### config.mk
export PLATFORM = sky130hd
export DESIGN_NAME = halfband_decimator_with_gain_top
export DESIGN_NICKNAME = d
export VERILOG_FILES = /design/src/rtl/core/hbd_pkg.sv /design/src/rtl/core/hbd_ctrl.sv /design/src/rtl/core/hbd_datapath.sv /design/src/rtl/core/halfband_decimator_with_gain_top.sv
export SDC_FILE = /design/constraint.sdc
export NUM_CORES = 2
export LEC_CHECK = 0
export BUFFER_PORTS_ARGS = -buffer_cell sky130_fd_sc_hd__buf_2
export CORE_AREA = 5 5 313 315
export DETAILED_ROUTE_END_ITERATION = 8
export DIE_AREA = 0 0 318 320
export GPL_TIMING_DRIVEN = 0
export PLACE_DENSITY = 0.74
export SETUP_SLACK_MARGIN = 0.15
export SYNTH_ARGS = -nofsm -noshare
export SYNTH_HDL_FRONTEND = slang
export SYNTH_SLANG_ARGS = --single-unit
### constraint.sdc
create_clock -name clk -period 10.14 [get_ports clk]
set_input_delay 0.507 -clock clk [delete_from_list [all_inputs] [get_ports clk]]
set_output_delay 0.507 -clock clk [all_outputs]
set_load 0.005 [all_outputs]
### src/rtl/core/hbd_pkg.sv
// Shared types, constants and arithmetic helpers of the half-band decimator.
`default_nettype none
package hbd_pkg;

    localparam int TAPS      = 27;
    localparam int MAC_STEPS = (TAPS + 1) / 4 + 1;   // folded pairs plus center tap
    localparam int STEP_W    = $clog2(MAC_STEPS);
    localparam int SAMP_W    = 16;
    localparam int PAIR_W    = SAMP_W + 1;
    localparam int COEF_W    = 16;
    localparam int ACC_W     = 34;
    localparam int CFG_W     = 16;

    localparam logic signed [ACC_W-1:0] FILT_ROUND = 34'sd16384;
    localparam int                      FILT_SHIFT = 15;
    localparam logic signed [ACC_W-1:0] GAIN_ROUND = 34'sd128;
    localparam int                      GAIN_SHIFT = 8;
    localparam logic signed [ACC_W-1:0] SAT_MAX    = 34'sd32767;
    localparam logic signed [ACC_W-1:0] SAT_MIN    = -34'sd32768;

    localparam logic [CFG_W-1:0] GAIN_RESET    = 16'd256;
    localparam logic [CFG_W-1:0] DISCARD_RESET = 16'd0;

    // Register byte addresses
    localparam logic [2:0] ADDR_MIC_GAIN      = 3'd0;
    localparam logic [2:0] ADDR_DISCARD_COUNT = 3'd4;

    typedef enum logic [2:0] {
        ST_IDLE,
        ST_LOAD,
        ST_MAC,
        ST_ROUND,
        ST_GAIN,
        ST_EMIT
    } hbd_state_t;

    typedef struct packed {
        logic              clear;      // restart: flush delay line, phase, load discard
        logic              discard;    // drop sample, count down
        logic              shift_in;   // push sample, toggle phase
        logic              load_work;  // fold taps into work line, clear accumulator
        logic              mac_step;   // one multiply-accumulate
        logic [STEP_W-1:0] coef_sel;
        logic              round;      // filter rounding and saturation
        logic              gain;       // gain multiply
        logic              out_load;   // round, saturate, write output register
    } hbd_cmd_t;

    typedef struct packed {
        logic discard_zero;
        logic phase;
    } hbd_status_t;

    // Folded half-band coefficients: outer pair first, center tap last
    function automatic logic signed [COEF_W-1:0] hbd_coef(input logic [STEP_W-1:0] sel);
        logic signed [COEF_W-1:0] c;
        case (sel)
            3'd0:    c = 16'sd64;
            3'd1:    c = -16'sd125;
            3'd2:    c = 16'sd322;
            3'd3:    c = -16'sd719;
            3'd4:    c = 16'sd1461;
            3'd5:    c = -16'sd3063;
            3'd6:    c = 16'sd10252;
            default: c = 16'sd16384;
        endcase
        return c;
    endfunction

    function automatic logic signed [SAMP_W-1:0] hbd_sat16(input logic signed [ACC_W-1:0] v);
        logic signed [SAMP_W-1:0] r;
        if (v > SAT_MAX) begin
            r = 16'sh7fff;
        end else if (v < SAT_MIN) begin
            r = -16'sh8000;
        end else begin
            r = v[SAMP_W-1:0];
        end
        return r;
    endfunction

endpackage
`default_nettype wire

### src/rtl/core/hbd_ctrl.sv
// Controller state machine of the half-band decimator.
`default_nettype none
module hbd_ctrl (
    input  wire logic                clk,
    input  wire logic                rst_n,
    input  wire logic                in_valid,
    input  wire logic                in_restart,
    output logic                     in_ready,
    output logic                     out_valid,
    input  wire logic                out_ready,
    input  wire hbd_pkg::hbd_status_t status,
    output hbd_pkg::hbd_cmd_t        cmd
);

    hbd_pkg::hbd_state_t             state_reg, state_next;
    logic [hbd_pkg::STEP_W-1:0]      step_reg, step_next;
    logic                            out_valid_reg, out_valid_next;
    logic                            accept;
    logic                            out_free;

    assign accept   = in_valid && (state_reg == hbd_pkg::ST_IDLE);
    assign out_free = !out_valid_reg || out_ready;

    always_comb
    begin
        state_next = state_reg;
        case (state_reg)
            hbd_pkg::ST_IDLE:
            begin
                if (accept && !in_restart && status.discard_zero && status.phase) begin
                    state_next = hbd_pkg::ST_LOAD;
                end
            end
            hbd_pkg::ST_LOAD:  state_next = hbd_pkg::ST_MAC;
            hbd_pkg::ST_MAC:
            begin
                if (step_reg == hbd_pkg::STEP_W'(hbd_pkg::MAC_STEPS - 1)) begin
                    state_next = hbd_pkg::ST_ROUND;
                end
            end
            hbd_pkg::ST_ROUND: state_next = hbd_pkg::ST_GAIN;
            hbd_pkg::ST_GAIN:  state_next = hbd_pkg::ST_EMIT;
            hbd_pkg::ST_EMIT:
            begin
                if (out_free) begin
                    state_next = hbd_pkg::ST_IDLE;
                end
            end
            default: state_next = hbd_pkg::ST_IDLE;
        endcase
    end

    always_comb
    begin
        cmd            = '0;
        cmd.coef_sel   = step_reg;
        step_next      = step_reg;
        in_ready       = 1'b0;
        case (state_reg)
            hbd_pkg::ST_IDLE:
            begin
                in_ready = 1'b1;
                if (accept) begin
                    if (in_restart) begin
                        cmd.clear = 1'b1;
                    end else if (!status.discard_zero) begin
                        cmd.discard = 1'b1;
                    end else begin
                        cmd.shift_in = 1'b1;
                    end
                end
            end
            hbd_pkg::ST_LOAD:
            begin
                cmd.load_work = 1'b1;
                step_next     = '0;
            end
            hbd_pkg::ST_MAC:
            begin
                cmd.mac_step = 1'b1;
                step_next    = step_reg + 1'b1;
            end
            hbd_pkg::ST_ROUND: cmd.round = 1'b1;
            hbd_pkg::ST_GAIN:  cmd.gain  = 1'b1;
            hbd_pkg::ST_EMIT:  cmd.out_load = out_free;
            default: cmd = '0;
        endcase
    end

    always_comb
    begin
        out_valid_next = out_valid_reg;
        if (cmd.out_load) begin
            out_valid_next = 1'b1;
        end else if (out_ready) begin
            out_valid_next = 1'b0;
        end
    end

    always_ff @(posedge clk or negedge rst_n)
    begin
        if (!rst_n) begin
            state_reg     <= hbd_pkg::ST_IDLE;
            step_reg      <= '0;
            out_valid_reg <= 1'b0;
        end else begin
            state_reg     <= state_next;
            step_reg      <= step_next;
            out_valid_reg <= out_valid_next;
        end
    end

    assign out_valid = out_valid_reg;

endmodule
`default_nettype wire

### src/rtl/core/hbd_datapath.sv
// Datapath of the half-band decimator: delay line, folded MAC, rounding and gain.
`default_nettype none
module hbd_datapath (
    input  wire logic                                clk,
    input  wire logic                                rst_n,
    input  wire hbd_pkg::hbd_cmd_t                   cmd,
    input  wire logic signed [hbd_pkg::SAMP_W-1:0]   sample_in,
    input  wire logic [hbd_pkg::CFG_W-1:0]           mic_gain,
    input  wire logic [hbd_pkg::CFG_W-1:0]           discard_count,
    output hbd_pkg::hbd_status_t                     status,
    output logic signed [hbd_pkg::SAMP_W-1:0]       sample_out
);

    localparam int TAPS = hbd_pkg::TAPS;
    localparam int NW   = hbd_pkg::MAC_STEPS;

    logic signed [hbd_pkg::SAMP_W-1:0] dly_reg [TAPS];
    logic                              phase_reg;
    logic [hbd_pkg::CFG_W-1:0]         discard_reg;
    logic signed [hbd_pkg::PAIR_W-1:0] work_reg [NW];
    logic signed [hbd_pkg::ACC_W-1:0]  acc_reg;
    logic signed [hbd_pkg::SAMP_W-1:0] filt_reg;
    logic signed [hbd_pkg::ACC_W-1:0]  prod_reg;
    logic signed [hbd_pkg::SAMP_W-1:0] out_reg;

    logic signed [hbd_pkg::COEF_W-1:0] coef;
    logic signed [hbd_pkg::ACC_W-1:0]  mac_prod;
    logic signed [hbd_pkg::ACC_W-1:0]  filt_shr;
    logic signed [hbd_pkg::ACC_W-1:0]  gain_shr;
    logic signed [hbd_pkg::CFG_W:0]    gain_s;

    assign coef     = hbd_pkg::hbd_coef(cmd.coef_sel);
    assign mac_prod = hbd_pkg::ACC_W'(work_reg[0]) * hbd_pkg::ACC_W'(coef);
    assign filt_shr = (acc_reg + hbd_pkg::FILT_ROUND) >>> hbd_pkg::FILT_SHIFT;
    assign gain_shr = (prod_reg + hbd_pkg::GAIN_ROUND) >>> hbd_pkg::GAIN_SHIFT;
    assign gain_s   = {1'b0, mic_gain};

    // Delay line, pair phase and discard counter
    always_ff @(posedge clk or negedge rst_n)
    begin
        if (!rst_n) begin
            for (int i = 0; i < TAPS; i++) begin
                dly_reg[i] <= '0;
            end
            phase_reg   <= 1'b0;
            discard_reg <= '0;
        end else if (cmd.clear) begin
            for (int i = 0; i < TAPS; i++) begin
                dly_reg[i] <= '0;
            end
            phase_reg   <= 1'b0;
            discard_reg <= discard_count;
        end else if (cmd.discard) begin
            discard_reg <= discard_reg - 1'b1;
        end else if (cmd.shift_in) begin
            dly_reg[0] <= sample_in;
            for (int i = 1; i < TAPS; i++) begin
                dly_reg[i] <= dly_reg[i-1];
            end
            phase_reg <= !phase_reg;
        end
    end

    // Folded work line and accumulator
    always_ff @(posedge clk)
    begin
        if (cmd.load_work) begin
            for (int j = 0; j < NW - 1; j++) begin
                work_reg[j] <= hbd_pkg::PAIR_W'(dly_reg[2*j])
                             + hbd_pkg::PAIR_W'(dly_reg[TAPS-1-2*j]);
            end
            work_reg[NW-1] <= hbd_pkg::PAIR_W'(dly_reg[(TAPS-1)/2]);
            acc_reg        <= '0;
        end else if (cmd.mac_step) begin
            for (int j = 0; j < NW - 1; j++) begin
                work_reg[j] <= work_reg[j+1];
            end
            work_reg[NW-1] <= '0;
            acc_reg        <= acc_reg + mac_prod;
        end
    end

    // Rounding, gain and output register
    always_ff @(posedge clk)
    begin
        if (cmd.round) begin
            filt_reg <= hbd_pkg::hbd_sat16(filt_shr);
        end
        if (cmd.gain) begin
            prod_reg <= hbd_pkg::ACC_W'(filt_reg) * hbd_pkg::ACC_W'(gain_s);
        end
        if (cmd.out_load) begin
            out_reg <= hbd_pkg::hbd_sat16(gain_shr);
        end
    end

    assign status.discard_zero = (discard_reg == '0);
    assign status.phase        = phase_reg;
    assign sample_out          = out_reg;

endmodule
`default_nettype wire

### src/rtl/core/halfband_decimator_with_gain_top.sv
// Top level of the half-band decimate-by-two filter with output gain.
`default_nettype none
//
// Channel   | Direction | Transaction carries
// ----------+-----------+----------------------------------------------------
// s_axis    | in        | tuser[0] = restart, tdata[31:0] = slot
// m_axis    | out       | tdata[15:0] = sample
// APB       | in/out    | 0x0 mic_gain (Q8), 0x4 discard_count
//
// Restart, discarded and first-of-pair transactions are handled in the idle
// state. A second-of-pair sample steps through fold load, eight MAC steps on
// one multiplier shared by the steps, filter rounding, gain multiply and output
// write; no new input transaction is taken until the controller is idle again.
// Reset clears the delay line, pair phase, discard counter and loads the
// register defaults (gain 256, discard 0); no clearing pass is needed.
// A stalled output holds its value; the next sample is taken while the
// result waits, and the block stalls only at the output write.
//
module halfband_decimator_with_gain_top (
    input  wire logic        clk,
    input  wire logic        rst_n,
    // input stream
    input  wire logic        s_axis_tvalid,
    output logic             s_axis_tready,
    input  wire logic [31:0] s_axis_tdata,   // [31:0] slot
    input  wire logic [0:0]  s_axis_tuser,   // [0] restart
    // output stream
    output logic             m_axis_tvalid,
    input  wire logic        m_axis_tready,
    output logic [15:0]      m_axis_tdata,   // [15:0] sample
    // configuration
    input  wire logic        psel,
    input  wire logic        penable,
    input  wire logic        pwrite,
    input  wire logic [2:0]  paddr,
    input  wire logic [31:0] pwdata,
    output logic [31:0]      prdata,
    output logic             pready
);

    logic [hbd_pkg::CFG_W-1:0]         mic_gain_reg;
    logic [hbd_pkg::CFG_W-1:0]         discard_count_reg;
    logic                              cfg_write;
    hbd_pkg::hbd_cmd_t                 cmd;
    hbd_pkg::hbd_status_t              status;
    logic signed [hbd_pkg::SAMP_W-1:0] sample_out;

    // Register file: decode on bit 2 only, so every address hits a register
    assign pready    = 1'b1;
    assign cfg_write = psel && penable && pwrite && pready;

    always_ff @(posedge clk or negedge rst_n)
    begin
        if (!rst_n) begin
            mic_gain_reg      <= hbd_pkg::GAIN_RESET;
            discard_count_reg <= hbd_pkg::DISCARD_RESET;
        end else if (cfg_write) begin
            if (paddr[2] == hbd_pkg::ADDR_DISCARD_COUNT[2]) begin
                discard_count_reg <= pwdata[hbd_pkg::CFG_W-1:0];
            end else begin
                mic_gain_reg <= pwdata[hbd_pkg::CFG_W-1:0];
            end
        end
    end

    always_comb
    begin
        if (paddr[2] == hbd_pkg::ADDR_DISCARD_COUNT[2]) begin
            prdata = {16'd0, discard_count_reg};
        end else begin
            prdata = {16'd0, mic_gain_reg};
        end
    end

    // Sequencer: owns the handshakes and steps the datapath
    hbd_ctrl u_ctrl (
        .clk        (clk),
        .rst_n      (rst_n),
        .in_valid   (s_axis_tvalid),
        .in_restart (s_axis_tuser[0]),
        .in_ready   (s_axis_tready),
        .out_valid  (m_axis_tvalid),
        .out_ready  (m_axis_tready),
        .status     (status),
        .cmd        (cmd)
    );

    // Datapath: keep the top 16 bits of the slot as the sample
    hbd_datapath u_datapath (
        .clk           (clk),
        .rst_n         (rst_n),
        .cmd           (cmd),
        .sample_in     (s_axis_tdata[31:16]),
        .mic_gain      (mic_gain_reg),
        .discard_count (discard_count_reg),
        .status        (status),
        .sample_out    (sample_out)
    );

    assign m_axis_tdata = sample_out;

endmodule
`default_nettype wire

==> results_dict.tcl <==
set metrics [dict create \
    status "finished, final reports clean" \
    synth_edf_count 193 \
    regArea_um2 18700 \
    first_global_vias 38900 \
    syn_inst 4978 \
    tightest_slew_ns 1.34 \
    cts_tree "done" \
    largest_register_ffs 432 \
    grt_first_pass_wirelength_um 216000 \
    insertion_delay_ns 0.65 \
    place_hpwl_um 106000 \
    synth_area_per_cell_um2 10.4 \
    crit_family "adder cells" \
    highest_layer "met4" \
    finalCritPeriodShare 0.944 \
    path_buf_inv 5 \
    h-tree-depth 3 \
    fill_cells 7822 \
    max_freq_mhz 104 \
    fp-row-count 113 \
    path_max_fanout 10 \
    maxSlewHeadroom 0.104 \
    yosysSeqAreaShare 0.361 \
    grt_usage 0.267 \
    syn_area_um2 51800 \
    pre_cts_slack_ns -0.572 \
    cp_slowest_cell "fa_1" \
    cp.arrival_ns 10.07 \
    hold_viol 0 \
    synthFlopType "dfrtp_1" \
    vias 37900 \
    min_path_type "input port to flip-flop" \
    wl_met3_um 10400 \
    worst_slack_ns 0.564 \
    avgRoutedWirePerCell_um 20.9 \
    setup_viol 0 \
    yosysWarningCount 0 \
    start_util 0.547 \
    drive_gt1_frac 0.0653 \
    io_pins 126 \
    wl_met1_um 57100 \
    root_buffer "clkbuf_16" \
    critPathKind "flip-flop to flip-flop" \
    die_y_um 320 \
    avgViaCountPerCell 5.84 \
    grt_start_max_net_pins 118 \
    design_area_um2 56800 \
    grt_setup_unrepaired "false" \
    post_synth_num_cell_types 86 \
    grt-ovfl-total 0 \
    cp.required_ns 10.64 \
    num_antenna_cells 0 \
    synthArstFlopShare 0.683 \
    fin_nets 6061 \
    drt-initial-drc-count 3222 \
    path_clk_slew_ns 0.06 \
    portBuffers 73 \
    drc_errors 0 \
    die_w_um 318 \
    antenna_found_initial 1 \
    core-area_um2 94600 \
    ys_ff_latch 715 \
    multi_input_area_um2 29800 \
    placed_area_um2 54000 \
    cts.sinks 715 \
    wl_met2_um 63000 \
    drv_cap 0 \
    wirelength_um 136000 \
    finClkSkew_ns 0.0457 \
    dieArea_um2 102000 \
    slew_viol_final 0 \
    path_common_cell "a21o_1" \
    gp_congestion 0.978 \
    cts.path.max_buffers 3 \
    detail-route-antenna-nets 0 \
    cts_inserted_buffers 79 \
    synthToLayoutAreaGrowth_pct 9.67 \
    crit_path_max_incr_delay_ns 0.58 \
    start_kind "flip-flop" \
    cp-end-kind "flip-flop" \
    hold_slack_ns 0.0746 \
    min_period_ns 9.58 \
    drt_pre_antenna_iters 5 \
]
## final timing paths
| kind | slack (ns) | start | cells after the start | to |
|---|---|---|---|---|
| setup / recovery | 0.56 | u_ctrl.state_reg[1] | 36 | u_datapath.acc_reg[32] |
| hold / removal | 0.07 | s_axis_tdata[22] | 2 | u_datapath.dly_reg[422] |
| setup reg to reg | 0.56 | u_ctrl.state_reg[1] | 36 | u_datapath.acc_reg[32] |
| hold reg to reg | 0.46 | u_datapath.acc_reg[9] | 2 | u_datapath.acc_reg[9] |
| max in group asynchronous | 7.79 | rst_n | 5 | u_datapath.dly_reg[209] |
| min in group asynchronous | 0.40 | rst_n | 2 | u_datapath.dly_reg[407] |
## cell type report
| class | instances | area share |
|---|---|---|
| inverters | 671 | 0.0444 |
| repair buffers | 84 | 0.0100 |
| flip-flops and latches | 715 | 0.329 |
| multi-input cells | 3367 | 0.524 |
| clock buffers | 122 | 0.0424 |
| plain buffers | 240 | 0.0175 |
| clock inverters | 25 | 0.00465 |
| well taps | 1265 | 0.0279 |
## kinds of logic after synthesis
group                    synth area share
other                            0.000145
adder cells (fa/ha/maj)             0.269
multiplexers                       0.0110
buffers and inverters              0.0673
AO/OA/AOI/OAI                       0.146
AND/OR/NAND/NOR                     0.112
flip-flops                          0.361
XOR/XNOR                           0.0330
## Yosys cell counts (179+ instances only)
cell type,instances,area (um^2)
inv_1,671,2520
nand2_1,495,1860
dfrtp_1,487,12200
fa_1,475,9510
a22o_1,440,3850
ha_1,353,4420
nor2_1,223,837
clkbuf_1,209,785
edfxtp_1,193,5800
a21oi_1,192,961
and2_1,190,1190
o21ai_0,179,896
## per-stage QoR
stage / util / instances / TNS, ns
finish: 0.600 / 6489 / 0
global route: 0.600 / 6489 / 0
CTS: 0.599 / 6485 / 0
detailed placement: 0.570 / 6337 / -2.41
global placement: 0.569 / 6331 / -554.76
floorplan: - / 4993 / 0
## cell usage in the layout (no fill, tap or decap), types with 19 or more instances in the layout
master,n
dfxtp_1,34
clkbuf_1,221
clkbuf_16,86
and3_1,39
o21ai_0,178
a21o_1,55
nor2_1,214
o31ai_1,19
ha_1,353
mux2_2,49
nor3_1,58
nand2_1,494
edfxtp_1,193
a22o_1,440
a21oi_1,192
inv_1,670
xor2_1,70
fa_1,475
xnor2_1,125
buf_4,22
nand3_1,83
dfrtp_1,487
nand2b_1,34
and2_1,190
buf_2,72
## timing repair
item	4_1_cts	5_1_grt
pin swaps	0	2
hold endpoints to repair	63	0
hold buffers	1	0
setup endpoints to repair	9	9
buffers inserted	0	4
gates resized for setup	12	38
## metal layers
layer	up-vias	GRT usage
li1	17200	-
met1	19100	0.362
met2	1343	0.434
met3	307	0.0540
met4	0	0.0905
met5	-	0
Power is not shown: default switching activity piles up to over one toggle a cycle in this logic, so the estimate is an artifact.
